File: config.mk
export PLATFORM = sky130hd
export DESIGN_NAME = generational_handle_table_flat
export DESIGN_NICKNAME = d
export VERILOG_FILES = /design/src/rtl/core/ght_pkg.sv /design/src/rtl/core/ght_if.sv /design/src/rtl/core/ght_datapath.sv /design/src/rtl/core/ght_ctrl.sv /design/src/rtl/core/generational_handle_table.sv /design/src/flat_wrapper.sv
export SDC_FILE = /design/constraint.sdc
export NUM_CORES = 2
export LEC_CHECK = 0
export ABC_CLOCK_PERIOD_IN_PS = 12200
export BUFFER_PORTS_ARGS = -buffer_cell sky130_fd_sc_hd__buf_2
export CAP_MARGIN = 20
export CORE_MARGIN = 5
export CORE_UTILIZATION = 45
export DETAILED_ROUTE_END_ITERATION = 12
export GPL_ROUTABILITY_DRIVEN = 0
export SLEW_MARGIN = 20
export SYNTH_ARGS = -nofsm -noshare
export SYNTH_HDL_FRONTEND = slang
export SYNTH_SLANG_ARGS = --single-unit
File: constraint.sdc
create_clock -name clock -period 12.2 [get_ports clock]
set_clock_uncertainty 0.05 [all_clocks]
set_input_delay 1.83 -clock clock [delete_from_list [all_inputs] [get_ports clock]]
set_output_delay 1.83 -clock clock [all_outputs]
set_load 0.1 [all_outputs]
File: src/rtl/core/ght_pkg.sv
`timescale 1ns / 1ps
`default_nettype none
// ============================================================================
// Generational handle table package
// Shared widths, operation and status codes, and the control interface types
// between the sequencer and the datapath.
// ============================================================================
package ght_pkg;

   localparam int NUM_SLOTS_DEFAULT = 64;
   localparam int GEN_BITS_DEFAULT  = 32;

   localparam int OP_W     = 2;
   localparam int HSLOT_W  = 6;
   localparam int HGEN_W   = 32;
   localparam int STATUS_W = 3;
   localparam int COUNT_W  = 7;

   localparam logic [OP_W-1:0] OP_CREATE  = 2'd0;
   localparam logic [OP_W-1:0] OP_RELEASE = 2'd1;
   localparam logic [OP_W-1:0] OP_QUERY   = 2'd2;
   localparam logic [OP_W-1:0] OP_DISPOSE = 2'd3;

   localparam logic [STATUS_W-1:0] ST_OK       = 3'd0;
   localparam logic [STATUS_W-1:0] ST_STALE    = 3'd1;
   localparam logic [STATUS_W-1:0] ST_FULL     = 3'd2;
   localparam logic [STATUS_W-1:0] ST_DISPOSED = 3'd3;
   localparam logic [STATUS_W-1:0] ST_AGAIN    = 3'd4;

   typedef struct packed {
      logic load;
      logic lookup;
      logic update;
      logic link;
      logic emit;
   } ght_cmd_type;

   typedef struct packed {
      logic lookup_final;
      logic update_final;
      logic walk_again;
   } ght_sts_type;

endpackage
`default_nettype wire

File: src/rtl/core/ght_if.sv
`timescale 1ns / 1ps
`default_nettype none
// ============================================================================
// Generational handle table channels
// Valid/ready channels for requests and responses.
// ============================================================================
interface ght_req_if import ght_pkg::*; ();
   logic                valid;
   logic                ready;
   logic [OP_W-1:0]     operation;
   logic [HSLOT_W-1:0]  handle_slot;
   logic [HGEN_W-1:0]   handle_generation;

   modport source (output valid, output operation, output handle_slot,
                   output handle_generation, input ready);
   modport sink (input valid, input operation, input handle_slot,
                 input handle_generation, output ready);
endinterface

interface ght_rsp_if import ght_pkg::*; ();
   logic                valid;
   logic                ready;
   logic [STATUS_W-1:0] status;
   logic [HSLOT_W-1:0]  result_slot;
   logic [HGEN_W-1:0]   result_generation;
   logic                handle_alive;
   logic [COUNT_W-1:0]  live_count;
   logic [COUNT_W-1:0]  released_count;

   modport source (output valid, output status, output result_slot,
                   output result_generation, output handle_alive,
                   output live_count, output released_count, input ready);
   modport sink (input valid, input status, input result_slot,
                 input result_generation, input handle_alive,
                 input live_count, input released_count, output ready);
endinterface
`default_nettype wire

File: src/rtl/core/ght_datapath.sv
`timescale 1ns / 1ps
`default_nettype none
// ============================================================================
// Generational handle table datapath
// Slot tables, list pointers, counters and the response register.
// ============================================================================
module ght_datapath import ght_pkg::*; #(
   parameter int NUM_SLOTS = NUM_SLOTS_DEFAULT,
   parameter int GEN_BITS  = GEN_BITS_DEFAULT
) (
   input  wire logic                clock,
   input  wire logic                reset,
   input  wire ght_cmd_type         cmd,
   output      ght_sts_type         sts,
   input  wire logic [OP_W-1:0]     req_operation,
   input  wire logic [HSLOT_W-1:0]  req_handle_slot,
   input  wire logic [HGEN_W-1:0]   req_handle_generation,
   output      logic [STATUS_W-1:0] rsp_status,
   output      logic [HSLOT_W-1:0]  rsp_result_slot,
   output      logic [HGEN_W-1:0]   rsp_result_generation,
   output      logic                rsp_handle_alive,
   output      logic [COUNT_W-1:0]  rsp_live_count,
   output      logic [COUNT_W-1:0]  rsp_released_count
);

   localparam int SLOT_W    = $clog2(NUM_SLOTS);
   localparam int LINK_W    = $clog2(NUM_SLOTS + 1);
   localparam int MEM_DEPTH = 1 << SLOT_W;
   localparam int CMP_W     = LINK_W + HSLOT_W;
   localparam logic [LINK_W-1:0] LINK_NONE = LINK_W'(NUM_SLOTS);

   logic [GEN_BITS:0]   state_mem [MEM_DEPTH];
   logic [LINK_W-1:0]   next_mem  [MEM_DEPTH];
   logic [LINK_W-1:0]   prev_mem  [MEM_DEPTH];

   logic [GEN_BITS:0]   state_rd_ff;
   logic [LINK_W-1:0]   next_rd_ff, prev_rd_ff;

   logic [OP_W-1:0]     op_ff, op_in;
   logic [CMP_W-1:0]    hslot_ff, hslot_in;
   logic [GEN_BITS-1:0] hgen_ff, hgen_in;
   logic [SLOT_W-1:0]   slot_ff, slot_in;
   logic [LINK_W-1:0]   free_head_ff, free_head_in;
   logic [LINK_W-1:0]   tail_ff, tail_in;
   logic [LINK_W-1:0]   used_ff, used_in;
   logic [LINK_W-1:0]   live_ff, live_in;
   logic [LINK_W-1:0]   released_ff, released_in;
   logic                disposed_ff, disposed_in;
   logic [STATUS_W-1:0] res_status_ff, res_status_in;
   logic [HSLOT_W-1:0]  res_slot_ff, res_slot_in;
   logic [HGEN_W-1:0]   res_gen_ff, res_gen_in;
   logic                res_alive_ff, res_alive_in;

   logic [STATUS_W-1:0] out_status_ff;
   logic [HSLOT_W-1:0]  out_slot_ff;
   logic [HGEN_W-1:0]   out_gen_ff;
   logic                out_alive_ff;
   logic [COUNT_W-1:0]  out_live_ff;
   logic [COUNT_W-1:0]  out_released_ff;

   logic                st_we, nx_we, pv_we;
   logic [SLOT_W-1:0]   st_waddr, nx_waddr, pv_waddr, rd_addr;
   logic [GEN_BITS:0]   st_wdata;
   logic [LINK_W-1:0]   nx_wdata, pv_wdata;

   logic                free_valid, tail_valid, used_room, in_range;
   logic                rd_live, rd_match, prev_valid, next_valid;
   logic [GEN_BITS-1:0] rd_gen, new_gen;
   logic [SLOT_W-1:0]   new_slot;
   logic [SLOT_W:0]     new_slot_link;
   logic [SLOT_W:0]     slot_link;
   logic [SLOT_W+HSLOT_W-1:0] new_slot_wide;
   logic [GEN_BITS+HGEN_W-1:0] new_gen_wide;
   logic [LINK_W+COUNT_W-1:0]  live_wide, released_wide;

   assign free_valid = free_head_ff < LINK_NONE;
   assign tail_valid = tail_ff < LINK_NONE;
   assign used_room  = used_ff < LINK_NONE;
   assign in_range   = hslot_ff < {{HSLOT_W{1'b0}}, used_ff};
   assign rd_live    = state_rd_ff[GEN_BITS];
   assign rd_gen     = state_rd_ff[GEN_BITS-1:0];
   assign rd_match   = rd_live && ((op_ff == OP_DISPOSE) || (rd_gen == hgen_ff));
   assign prev_valid = prev_rd_ff < LINK_NONE;
   assign next_valid = next_rd_ff < LINK_NONE;

   assign new_slot      = free_valid ? free_head_ff[SLOT_W-1:0] : used_ff[SLOT_W-1:0];
   assign new_gen       = free_valid ? rd_gen : '0;
   assign new_slot_link = {1'b0, new_slot};
   assign slot_link     = {1'b0, slot_ff};
   assign new_slot_wide = {{HSLOT_W{1'b0}}, new_slot};
   assign new_gen_wide  = {{HGEN_W{1'b0}}, new_gen};
   assign live_wide     = {{COUNT_W{1'b0}}, live_ff};
   assign released_wide = {{COUNT_W{1'b0}}, released_ff};

   always_comb begin
      case (op_ff)
         OP_CREATE: begin
            sts.lookup_final = disposed_ff || (!free_valid && !used_room);
            sts.update_final = !tail_valid;
         end
         OP_RELEASE: begin
            sts.lookup_final = !in_range;
            sts.update_final = !rd_match;
         end
         OP_QUERY: begin
            sts.lookup_final = !in_range;
            sts.update_final = 1'b1;
         end
         default: begin
            sts.lookup_final = disposed_ff || !tail_valid;
            sts.update_final = !rd_match;
         end
      endcase
      sts.walk_again = (op_ff == OP_DISPOSE) && tail_valid;
   end

   always_comb begin
      op_in         = op_ff;
      hslot_in      = hslot_ff;
      hgen_in       = hgen_ff;
      slot_in       = slot_ff;
      free_head_in  = free_head_ff;
      tail_in       = tail_ff;
      used_in       = used_ff;
      live_in       = live_ff;
      released_in   = released_ff;
      disposed_in   = disposed_ff;
      res_status_in = res_status_ff;
      res_slot_in   = res_slot_ff;
      res_gen_in    = res_gen_ff;
      res_alive_in  = res_alive_ff;
      st_we         = 1'b0;
      st_waddr      = slot_ff;
      st_wdata      = state_rd_ff;
      nx_we         = 1'b0;
      nx_waddr      = slot_ff;
      nx_wdata      = LINK_NONE;
      pv_we         = 1'b0;
      pv_waddr      = slot_ff;
      pv_wdata      = LINK_NONE;

      case (op_ff)
         OP_CREATE: rd_addr = free_head_ff[SLOT_W-1:0];
         OP_RELEASE, OP_QUERY: rd_addr = hslot_ff[SLOT_W-1:0];
         default: rd_addr = tail_ff[SLOT_W-1:0];
      endcase

      if (cmd.load) begin
         op_in         = req_operation;
         hslot_in      = {{LINK_W{1'b0}}, req_handle_slot};
         hgen_in       = req_handle_generation[GEN_BITS-1:0];
         released_in   = '0;
         res_status_in = ST_OK;
         res_slot_in   = '0;
         res_gen_in    = '0;
         res_alive_in  = 1'b0;
      end

      if (cmd.lookup) begin
         slot_in = rd_addr;
         case (op_ff)
            OP_CREATE: begin
               if (disposed_ff) begin
                  res_status_in = ST_DISPOSED;
               end else if (!free_valid && !used_room) begin
                  res_status_in = ST_FULL;
               end
            end
            OP_RELEASE: begin
               if (!in_range) begin
                  res_status_in = ST_STALE;
               end
            end
            OP_QUERY: begin
               res_status_in = ST_OK;
            end
            default: begin
               if (disposed_ff) begin
                  res_status_in = ST_AGAIN;
               end else if (!tail_valid) begin
                  disposed_in = 1'b1;
               end
            end
         endcase
      end

      if (cmd.update) begin
         case (op_ff)
            OP_CREATE: begin
               if (free_valid) begin
                  free_head_in = next_rd_ff;
               end else begin
                  used_in = used_ff + LINK_W'(1);
               end
               st_we       = 1'b1;
               st_waddr    = new_slot;
               st_wdata    = {1'b1, new_gen};
               pv_we       = 1'b1;
               pv_waddr    = new_slot;
               pv_wdata    = tail_ff;
               nx_we       = 1'b1;
               nx_waddr    = new_slot;
               nx_wdata    = LINK_NONE;
               slot_in     = new_slot;
               res_slot_in = new_slot_wide[HSLOT_W-1:0];
               res_gen_in  = new_gen_wide[HGEN_W-1:0];
               live_in     = live_ff + LINK_W'(1);
               if (!tail_valid) begin
                  tail_in = LINK_W'(new_slot_link);
               end
            end
            OP_QUERY: begin
               res_alive_in = rd_match;
            end
            default: begin
               if (!rd_match) begin
                  res_status_in = ST_STALE;
               end else begin
                  st_we    = 1'b1;
                  st_wdata = {1'b0, rd_gen + GEN_BITS'(1)};
                  if (prev_valid) begin
                     nx_we    = 1'b1;
                     nx_waddr = prev_rd_ff[SLOT_W-1:0];
                     nx_wdata = next_rd_ff;
                  end
                  if (next_valid) begin
                     pv_we    = 1'b1;
                     pv_waddr = next_rd_ff[SLOT_W-1:0];
                     pv_wdata = prev_rd_ff;
                  end else begin
                     tail_in = prev_rd_ff;
                  end
                  live_in = live_ff - LINK_W'(1);
               end
            end
         endcase
      end

      if (cmd.link) begin
         if (op_ff == OP_CREATE) begin
            nx_we    = 1'b1;
            nx_waddr = tail_ff[SLOT_W-1:0];
            nx_wdata = LINK_W'(slot_link);
            tail_in  = LINK_W'(slot_link);
         end else begin
            nx_we        = 1'b1;
            nx_waddr     = slot_ff;
            nx_wdata     = free_head_ff;
            free_head_in = LINK_W'(slot_link);
            if (op_ff == OP_DISPOSE) begin
               released_in = released_ff + LINK_W'(1);
               if (!tail_valid) begin
                  disposed_in = 1'b1;
               end
            end
         end
      end
   end

   always_ff @(posedge clock) begin
      if (st_we) begin
         state_mem[st_waddr] <= st_wdata;
      end
      if (nx_we) begin
         next_mem[nx_waddr] <= nx_wdata;
      end
      if (pv_we) begin
         prev_mem[pv_waddr] <= pv_wdata;
      end
      if (cmd.lookup) begin
         state_rd_ff <= state_mem[rd_addr];
         next_rd_ff  <= next_mem[rd_addr];
         prev_rd_ff  <= prev_mem[rd_addr];
      end
   end

   always_ff @(posedge clock) begin
      if (reset) begin
         free_head_ff <= LINK_NONE;
         tail_ff      <= LINK_NONE;
         used_ff      <= '0;
         live_ff      <= '0;
         disposed_ff  <= 1'b0;
         op_ff        <= OP_CREATE;
      end else begin
         free_head_ff <= free_head_in;
         tail_ff      <= tail_in;
         used_ff      <= used_in;
         live_ff      <= live_in;
         disposed_ff  <= disposed_in;
         op_ff        <= op_in;
      end
   end

   always_ff @(posedge clock) begin
      hslot_ff      <= hslot_in;
      hgen_ff       <= hgen_in;
      slot_ff       <= slot_in;
      released_ff   <= released_in;
      res_status_ff <= res_status_in;
      res_slot_ff   <= res_slot_in;
      res_gen_ff    <= res_gen_in;
      res_alive_ff  <= res_alive_in;
      if (cmd.emit) begin
         out_status_ff   <= res_status_ff;
         out_slot_ff     <= res_slot_ff;
         out_gen_ff      <= res_gen_ff;
         out_alive_ff    <= res_alive_ff;
         out_live_ff     <= live_wide[COUNT_W-1:0];
         out_released_ff <= released_wide[COUNT_W-1:0];
      end
   end

   assign rsp_status            = out_status_ff;
   assign rsp_result_slot       = out_slot_ff;
   assign rsp_result_generation = out_gen_ff;
   assign rsp_handle_alive      = out_alive_ff;
   assign rsp_live_count        = out_live_ff;
   assign rsp_released_count    = out_released_ff;

endmodule
`default_nettype wire

File: src/rtl/core/ght_ctrl.sv
`timescale 1ns / 1ps
`default_nettype none
// ============================================================================
// Generational handle table sequencer
// Steps each request through lookup, update and link phases and owns the
// request and response handshakes.
// ============================================================================
module ght_ctrl import ght_pkg::*; (
   input  wire logic        clock,
   input  wire logic        reset,
   input  wire logic        req_valid,
   output      logic        req_ready,
   output      logic        rsp_valid,
   input  wire logic        rsp_ready,
   input  wire ght_sts_type sts,
   output      ght_cmd_type cmd
);

   localparam logic [2:0] S_IDLE   = 3'd0;
   localparam logic [2:0] S_LOOKUP = 3'd1;
   localparam logic [2:0] S_UPDATE = 3'd2;
   localparam logic [2:0] S_LINK   = 3'd3;
   localparam logic [2:0] S_DONE   = 3'd4;

   logic [2:0] state_ff, state_in;
   logic       rsp_valid_ff, rsp_valid_in;

   always_comb begin
      cmd.load   = (state_ff == S_IDLE) && req_valid;
      cmd.lookup = state_ff == S_LOOKUP;
      cmd.update = state_ff == S_UPDATE;
      cmd.link   = state_ff == S_LINK;
      cmd.emit   = (state_ff == S_DONE) && (!rsp_valid_ff || rsp_ready);
   end

   always_comb begin
      state_in = state_ff;
      case (state_ff)
         S_IDLE: begin
            if (req_valid) begin
               state_in = S_LOOKUP;
            end
         end
         S_LOOKUP: begin
            state_in = sts.lookup_final ? S_DONE : S_UPDATE;
         end
         S_UPDATE: begin
            state_in = sts.update_final ? S_DONE : S_LINK;
         end
         S_LINK: begin
            state_in = sts.walk_again ? S_LOOKUP : S_DONE;
         end
         S_DONE: begin
            if (cmd.emit) begin
               state_in = S_IDLE;
            end
         end
         default: begin
            state_in = S_IDLE;
         end
      endcase
   end

   always_comb begin
      rsp_valid_in = rsp_valid_ff;
      if (cmd.emit) begin
         rsp_valid_in = 1'b1;
      end else if (rsp_ready) begin
         rsp_valid_in = 1'b0;
      end
   end

   always_ff @(posedge clock) begin
      if (reset) begin
         state_ff     <= S_IDLE;
         rsp_valid_ff <= 1'b0;
      end else begin
         state_ff     <= state_in;
         rsp_valid_ff <= rsp_valid_in;
      end
   end

   assign req_ready = state_ff == S_IDLE;
   assign rsp_valid = rsp_valid_ff;

endmodule
`default_nettype wire

File: src/rtl/core/generational_handle_table.sv
`timescale 1ns / 1ps
`default_nettype none
// ============================================================================
// Generational handle table
// Hands out slot and generation pairs, validates and retires them, and can
// release every live slot newest first in one dispose request.
// ============================================================================
// Each request is taken one at a time. A create runs a lookup read, an update
// write and a link write, and ends after the update on an empty registration
// list. A release runs the same three steps and a query the first two. A
// release or query of a slot that was never handed out ends after the lookup,
// a release of a stale handle after the update, and a create refused as full
// or disposed after the lookup. A dispose repeats the three steps once per live
// slot, or ends after the lookup when nothing is live or the table is already
// disposed. The steps follow from the single read and write port of each slot
// table. The next request can be accepted at the edge after the response turns
// valid, while that response still waits in the output register; a response
// that is still waiting holds the next one in its last step.
module generational_handle_table import ght_pkg::*; #(
   parameter int NUM_SLOTS = NUM_SLOTS_DEFAULT,
   parameter int GEN_BITS  = GEN_BITS_DEFAULT
) (
   input wire logic clock,
   input wire logic reset,
   ght_req_if.sink  req_ch,
   ght_rsp_if.source rsp_ch
);

   ght_cmd_type cmd;
   ght_sts_type sts;

   ght_ctrl u_ctrl (
      .clock     (clock),
      .reset     (reset),
      .req_valid (req_ch.valid),
      .req_ready (req_ch.ready),
      .rsp_valid (rsp_ch.valid),
      .rsp_ready (rsp_ch.ready),
      .sts       (sts),
      .cmd       (cmd)
   );

   ght_datapath #(
      .NUM_SLOTS (NUM_SLOTS),
      .GEN_BITS  (GEN_BITS)
   ) u_datapath (
      .clock                 (clock),
      .reset                 (reset),
      .cmd                   (cmd),
      .sts                   (sts),
      .req_operation         (req_ch.operation),
      .req_handle_slot       (req_ch.handle_slot),
      .req_handle_generation (req_ch.handle_generation),
      .rsp_status            (rsp_ch.status),
      .rsp_result_slot       (rsp_ch.result_slot),
      .rsp_result_generation (rsp_ch.result_generation),
      .rsp_handle_alive      (rsp_ch.handle_alive),
      .rsp_live_count        (rsp_ch.live_count),
      .rsp_released_count    (rsp_ch.released_count)
   );

endmodule
`default_nettype wire
File: src/flat_wrapper.sv
// flat-port wrapper written by rule: the top's interface ports become plain ports
module generational_handle_table_flat import ght_pkg::*;
#(
   parameter int NUM_SLOTS = NUM_SLOTS_DEFAULT,
   parameter int GEN_BITS  = GEN_BITS_DEFAULT
)
  (clock, reset, req_ch_valid, req_ch_operation, req_ch_handle_slot, req_ch_handle_generation, req_ch_ready, rsp_ch_valid, rsp_ch_status, rsp_ch_result_slot, rsp_ch_result_generation, rsp_ch_handle_alive, rsp_ch_live_count, rsp_ch_released_count, rsp_ch_ready);
  ght_req_if req_ch_i ();
  ght_rsp_if rsp_ch_i ();
  input wire logic clock;
  input wire logic reset;
  input wire logic [$bits(req_ch_i.valid)-1:0] req_ch_valid;
  input wire logic [$bits(req_ch_i.operation)-1:0] req_ch_operation;
  input wire logic [$bits(req_ch_i.handle_slot)-1:0] req_ch_handle_slot;
  input wire logic [$bits(req_ch_i.handle_generation)-1:0] req_ch_handle_generation;
  output wire logic [$bits(req_ch_i.ready)-1:0] req_ch_ready;
  output wire logic [$bits(rsp_ch_i.valid)-1:0] rsp_ch_valid;
  output wire logic [$bits(rsp_ch_i.status)-1:0] rsp_ch_status;
  output wire logic [$bits(rsp_ch_i.result_slot)-1:0] rsp_ch_result_slot;
  output wire logic [$bits(rsp_ch_i.result_generation)-1:0] rsp_ch_result_generation;
  output wire logic [$bits(rsp_ch_i.handle_alive)-1:0] rsp_ch_handle_alive;
  output wire logic [$bits(rsp_ch_i.live_count)-1:0] rsp_ch_live_count;
  output wire logic [$bits(rsp_ch_i.released_count)-1:0] rsp_ch_released_count;
  input wire logic [$bits(rsp_ch_i.ready)-1:0] rsp_ch_ready;
  assign req_ch_i.valid = req_ch_valid;
  assign req_ch_i.operation = req_ch_operation;
  assign req_ch_i.handle_slot = req_ch_handle_slot;
  assign req_ch_i.handle_generation = req_ch_handle_generation;
  assign req_ch_ready = req_ch_i.ready;
  assign rsp_ch_valid = rsp_ch_i.valid;
  assign rsp_ch_status = rsp_ch_i.status;
  assign rsp_ch_result_slot = rsp_ch_i.result_slot;
  assign rsp_ch_result_generation = rsp_ch_i.result_generation;
  assign rsp_ch_handle_alive = rsp_ch_i.handle_alive;
  assign rsp_ch_live_count = rsp_ch_i.live_count;
  assign rsp_ch_released_count = rsp_ch_i.released_count;
  assign rsp_ch_i.ready = rsp_ch_ready;
  generational_handle_table #(.NUM_SLOTS(NUM_SLOTS), .GEN_BITS(GEN_BITS)) u_core (.clock(clock), .reset(reset), .req_ch(req_ch_i), .rsp_ch(rsp_ch_i));
endmodule
# Word level (Yosys, flattened, before mapping)
# Memories as Yosys holds them, arrays and structs flattened. A register that Yosys moved wholly into a read port is not among the register bits.
# Cells that the tools add are included.
# Widths: inputs -> output; s select.
[classes] addsub=5 order_cmp=6 eq_ne=10 mux=103 bitwise=2 reduce_logical=25
[op_table] op="$mux 7" count=25
[op_table] op="$mux 32" count=4
[op_table] op="$mux 6" count=17
[op_table] op="$mux 33" count=2
[op_table] op="$pmux 33 s2" count=1
[op_table] op="$mux 3" count=14
[op_table] op="$pmux 7 s2" count=3
[op_table] op="$pmux 6 s2" count=3
[op_table] op="$lt 7x7->1 const B" count=5
[op_table] op="$add 32x1->32 const B" count=1
[op_table] op="$eq 32x32->1" count=1
[op_table] op="$mux 1" count=28
[op_table] op="$add 7x1->7 const B" count=3
[op_table] op="$pmux 3 s5" count=1
[op_table] op="$pmux 3 s3" count=1
[op_table] op="$lt 6x7->1" count=1
[op_table] op="$sub 7x1->7 const B" count=1
[op_table] op="$eq 3x2->1 const B" count=2
[op_table] op="$logic_not 1->1" count=6
[op_table] op="$pmux 1 s2" count=3
[op_table] op="$pmux 2 s3" count=1
[op_table] op="$reduce_and 3->1" count=2
[op_table] op="$logic_and 1x1->1" count=5
[op_table] op="$eq 2x2->1 const B" count=2
[op_table] op="13 further kinds" count=19
[totals] regBits=184 ram_bits=3008 inputBits=44 output_inout_bits=58 n_memories=3
[memory_table] memory="u_core.u_datapath.state_mem" words=64 width=33 read_ports=1 rd_ports_with_merged_regs=1 write_ports=1 line="ght_datapath.sv:32" source="logic [GEN_BITS:0] state_mem [MEM_DEPTH];"
[memory_table] memory="u_core.u_datapath.next_mem" words=64 width=7 read_ports=1 rd_ports_with_merged_regs=1 write_ports=1 line="ght_datapath.sv:33" source="logic [LINK_W-1:0] next_mem [MEM_DEPTH];"
[memory_table] memory="u_core.u_datapath.prev_mem" words=64 width=7 read_ports=1 rd_ports_with_merged_regs=1 write_ports=1 line="ght_datapath.sv:34" source="logic [LINK_W-1:0] prev_mem [MEM_DEPTH];"

# Depth between registers and ports, before layout
[logic_depth] ltp_word=10 depth_mapped=14 depth_no_buf=12

# Hierarchy
# Synthesis repeated with hierarchy kept, for this count alone.
[hier_totals] cells_unflattened=6271 area_unflattened_um2=127258.3
[by_module_without_submodules] module="ght_datapath" instances=1 cells_each=6238 area_per_inst_um2=126988.0
[by_module_without_submodules] module="ght_ctrl" instances=1 cells_each=33 area_per_inst_um2=270.3

# Worst setup path after synthesis
# Ideal clock, no wire load.
[synth_timing] path_type="reg2reg" startpoint="register u_core.u_datapath.state_rd_ff[15] (read register of u_core.u_datapath.state_mem)" endpoint="memory u_core.u_datapath.state_mem[0][25] (netlist name), data pin" t_arrival_ns=5.766 t_required_ns=11.245 path_slack_ns=5.479 path_stages_with_launch=10 synth_period_minus_slack_ns=6.721 path_cell_list="edfxtp_1 -> buf_2 -> xor2_1 -> nor4_1 -> nand4_1 -> o21ai_2 -> nand3_1 -> or3_1 -> clkbuf_1 -> o41ai_1"
[synth_via] elab_chain_len=6 elab_cells_between_ends=7
[synth_rtl] element="from (decl)" line="ght_datapath.sv:36" source="logic [GEN_BITS:0] state_rd_ff;"
[synth_rtl] element="parallel branches: the longest is 3 deep, another holds $add 32x1->32"
[synth_rtl] element="$mux 33 (*)" line="ght_datapath.sv:216" source="if (!rd_match) begin"
[synth_rtl] element="$pmux 33 s2 (*)" line="ght_datapath.sv:188" source="case (op_ff)"
[synth_rtl] element="$mux 33 (*)" line="ght_datapath.sv:187" source="if (cmd.update) begin"
[synth_rtl] element="named net u_core.u_datapath.st_wdata[25]" line="ght_datapath.sv:63" source="logic [GEN_BITS:0] st_wdata;"
[synth_rtl] element="to (decl)" line="ght_datapath.sv:32"
# Mark *: on every way through the listed nets, which the timed path passes.

# Final worst setup path
[layout_timing] startpoint="register u_core.u_datapath.state_rd_ff[20] (read register of u_core.u_datapath.state_mem)" endpoint="memory u_core.u_datapath.state_mem[14][26] (netlist name), data pin"
# The elaborated chain is that of the path after synthesis.

==> summary.md <==
| Metric | Value |
|---|---|
| Seq/Total Area, Yosys | 0.759 |
| Residual DRC count | 0 |
| CP Class | reg2reg |
| Synth area leader | edfxtp_1 |
| TritonCTS clock tree | built |
| Global-route wire length before repair | 473000 um |
| Ratio of final minimum period to clock period | 0.497 |
| Final cell count without fillers | 10500 |
| Vias in the first global route | 64100 |
| Worst r2r src | u_core.u_datapath.state_rd_ff[20] |
| Hold_buf cts | 0 |
| Layout cells sized above 1 | 0.251 |
| WL per Instance | 31.6 um |
| FF+latch count, synth | 3239 |
| Worst hold margin | 0.380 ns |
| Area growth, synth to finish | 13.7% |
| Routed Antenna Nets | 0 |
| Data required, critical path | 12.73 ns |
| Final setup viols | 0 |
| First DRT Iteration DRCs | 6330 |
| Crit path DAT | 6.59 ns |
| Cell depth of the worst flop-to-flop path | 9 |
| H-tree Lvls | 5 |
| Mapped Nets | 6279 |
| Largest family of logic cells by synthesized area | multiplexers |
| Worst min-delay path endpoint | u_core.u_datapath.rsp_result_slot[1] |
| Post-route setup TNS | 0 ns |
| Hold Crit Start | u_core.u_datapath.res_slot_ff[1] |
| Clk_lat worst skew | 0.88 ns |
| Max cap viols | 0 |
| Status | finished, final reports clean |
| Final Routed Wirelength | 331000 um |
| Hold violation count in the final report | 0 |
| Yosys warnings | 0 |
| Gate Count Post-Synth | 6217 |
| Placeable Area | 282000 um2 |
| Simple logic cell fraction of the synthesized area | 0.0290 |
| IO buf count | 101 |
| Clock slew at reported path FFs | 0.06 ns |
| Adder-cell area share of the yosys netlist | 0.00183 |
| Ys flop type | edfxtp_1 |
| Post-synthesis xor/xnor area fraction | 0.00317 |
| Most frequent CP cell | nor4_1 |
| Async SR Flop Fraction | 0 |
| Critical Path Fanout Max | 40 |
| Rows | 195 |
| Initial antenna violation count | 7 |
| Hold path depth | 0 |
| Unique cell type count in the Yosys netlist | 87 |
| Max Clk Rate | 165 MHz |
| Die height | 541 um |
| Worst IR drop on VDD | 0.171 mV |
| Post-CTS Resized | 0 |
| Critical Path, Cell by Cell | xor2_1 > nor4_1 > nand4_1 > o21a_1 > nor4b_2 > nand2b_1 > nor4_1 > mux2i_4 > buf_4 |
| Slew HR | 0.241 |
| Nets@finish | 6548 |
| Die ar. | 293000 um2 |
| Max stage delay cell, worst path | mux2i_4 |
| Power per cell area | 198 nW/um2 |
| Vias | 63400 |
| Post-DP HPWL | 189000 um |
| Setup crit start kind | register |
| Max incr delay on CP | 0.95 ns |
| Leak | 43.3 nW |
| GR Util All Layers | 0.223 |
| Avg Synthesized Cell Area | 20.4 um2 |
| Critical Path Sink Type | register |
| R2R Setup Slk | 6.14 ns |
| Die W | 541 um |
| Slew @ Worst Pin | 1.14 ns |
| Clk sinks | 3239 |
| Clock Path Buffers | 4 |
| EDFF count, synth | 3149 |
| DR pass1 iterations | 6 |
| CTS root buffer | clkbuf_16 |
| Num CTS Buffers | 330 |
| Ports | 102 |
| Post-CTS Setup Bufs | 0 |
| Dpl cells | 9894 |
| Compound-Gate Fraction of Synth Area | 0.0432 |
| Mux cell area share after synthesis | 0.151 |
| Pins Over Slew Limit | 0 |
| Hold WC Path Type | reg2reg |
| Synthesized area | 127000 um2 |
| Vias per cell | 6.04 |
| Crit path from | u_core.u_datapath.state_rd_ff[20] |
| Synth area leaders | edfxtp_1, mux4_2, a211oi_1, mux2i_1, dfxtp_1 |
| Top-area cell type share of the netlist area | 0.744 |
| Unrepaired setup endpoints after global routing | false |
| Overflow after GRT | 0 |
| Worst r2r dst | u_core.u_datapath.state_mem[14][26] |
| Initial Util | 0.451 |
| Largest net degree at the start of global routing | 141 |
| Fin crit period | 6.06 ns |
## state kept, by name, indices dropped and copies added (netlist names), 7 cells and up
name,count
u_core.u_datapath.prev_mem,448
u_core.u_datapath.used_ff,7
u_core.u_datapath.free_head_ff,7
u_core.u_datapath.live_ff,7
u_core.u_datapath.prev_rd_ff,7
u_core.u_datapath.released_ff,7
u_core.u_datapath.rsp_result_generation,32
u_core.u_datapath.next_rd_ff,7
u_core.u_datapath.next_mem,448
u_core.u_datapath.res_gen_ff,32
u_core.u_datapath.tail_ff,7
u_core.u_datapath.state_mem,2112
u_core.u_datapath.state_rd_ff,33
u_core.u_datapath.hgen_ff,32
u_core.u_datapath.rsp_released_count,7
u_core.u_datapath.rsp_live_count,7
## placed cells by master, fill, tap and decap left out, types with 18 or more instances in the layout
cell type | synthesis | final
edfxtp_1 | 3149 | 3149
mux4_2 | 752 | 752
clkbuf_16 | 0 | 340
a211oi_1 | 333 | 327
a21oi_1 | 237 | 230
nor2_1 | 288 | 221
mux2i_1 | 222 | 210
nor2b_1 | 195 | 195
buf_4 | 2 | 160
nand2_1 | 109 | 106
buf_2 | 126 | 101
dfxtp_1 | 90 | 90
clkbuf_1 | 207 | 67
nor2_4 | 0 | 64
clkinv_1 | 1 | 62
clkinv_2 | 0 | 61
nand3_1 | 48 | 47
o21ai_0 | 56 | 44
xor2_1 | 34 | 34
a22o_1 | 34 | 32
buf_12 | 0 | 30
bufinv_16 | 0 | 27
nand4_1 | 18 | 18
## critical path: cells and delay by family (launching register included)
family	cells	cell delay, ns
multiplexers	1	0.95
AO/OA/AOI/OAI	1	0.53
buffers and inverters	1	0.58
AND/OR/NAND/NOR	5	2.62
XOR/XNOR	1	0.25
flip-flops	1	0.69
## routing by layer
layer  up-vias  part of all wire  wire [um]  GRT usage
met5         -                 0          0          0
met4         0             0.038      12500     0.0779
met3       569             0.062      20500     0.0329
met2      2401              0.51     168000      0.379
met1     33900              0.39     130000      0.296
li1      26500                 -          -          -
## cell families (layout without fill, tap and decap cells)
group                    Yosys count  after routing
adder cells (fa/ha/maj)           18             18
multiplexers                     979            979
buffers and inverters            391            914
AND/OR/NAND/NOR                  739            739
flip-flops                      3239           3239
other                              0              1
AO/OA/AOI/OAI                    805            805
XOR/XNOR                          46             46
## how the worst max path moves through the flow
stage          slack [ns]                                  end
3_3_place_gp         6.21     u_core.u_datapath.state_rd_ff[8]
3_5_place_dp         6.17     u_core.u_datapath.state_rd_ff[8]
4_1_cts              6.20     u_core.u_datapath.state_rd_ff[8]
6_report             6.14  u_core.u_datapath.state_mem[14][26]
2_1_floorplan        5.48   u_core.u_datapath.state_mem[0][25]
5_1_grt              5.91  u_core.u_datapath.state_mem[14][26]
## where the power goes
part           internal, mW  leakage [nW]  switching (mW)  total (mW)
sequential             13.2          28.0           0.269        13.4
clock                  5.70          5.13            4.16        9.87
combinational          1.55          10.1            3.79        5.34
total                  20.4          43.3            8.22        28.6
## per-stage QoR
step	util	power [mW]	area (um2)	worst slack (ns)
after floorplan	-	16.7	127000	5.48
after global placement	0.473	18.9	133000	6.21
after detailed placement	0.476	19.0	134000	6.17
after CTS	0.513	28.8	144000	6.20
after global routing	0.513	29.5	144000	5.91
final	0.513	28.6	144000	6.14
## layout make-up
type	count	area [um2]
multi-input cells	2587	30100
well taps	3743	4680
diodes	1	2.50
fillers	22200	137000
flip-flops and latches	3239	96400
inverters	21	78.8
repair buffers	307	2730
clock buffers	411	8810
clock inverters	175	1630
## synth_stat cells, types with 18 or more instances
master,number
a211oi_1,333
mux2i_1,222
dfxtp_1,90
a21oi_1,237
nand4_1,18
nand3_1,48
nor2b_1,195
clkbuf_1,207
edfxtp_1,3149
buf_2,126
nand2_1,109
nor2_1,288
buf_1,35
mux4_2,752
a22o_1,34
inv_1,19
o21ai_0,56
xor2_1,34
Power figures use the tool's default switching activity.
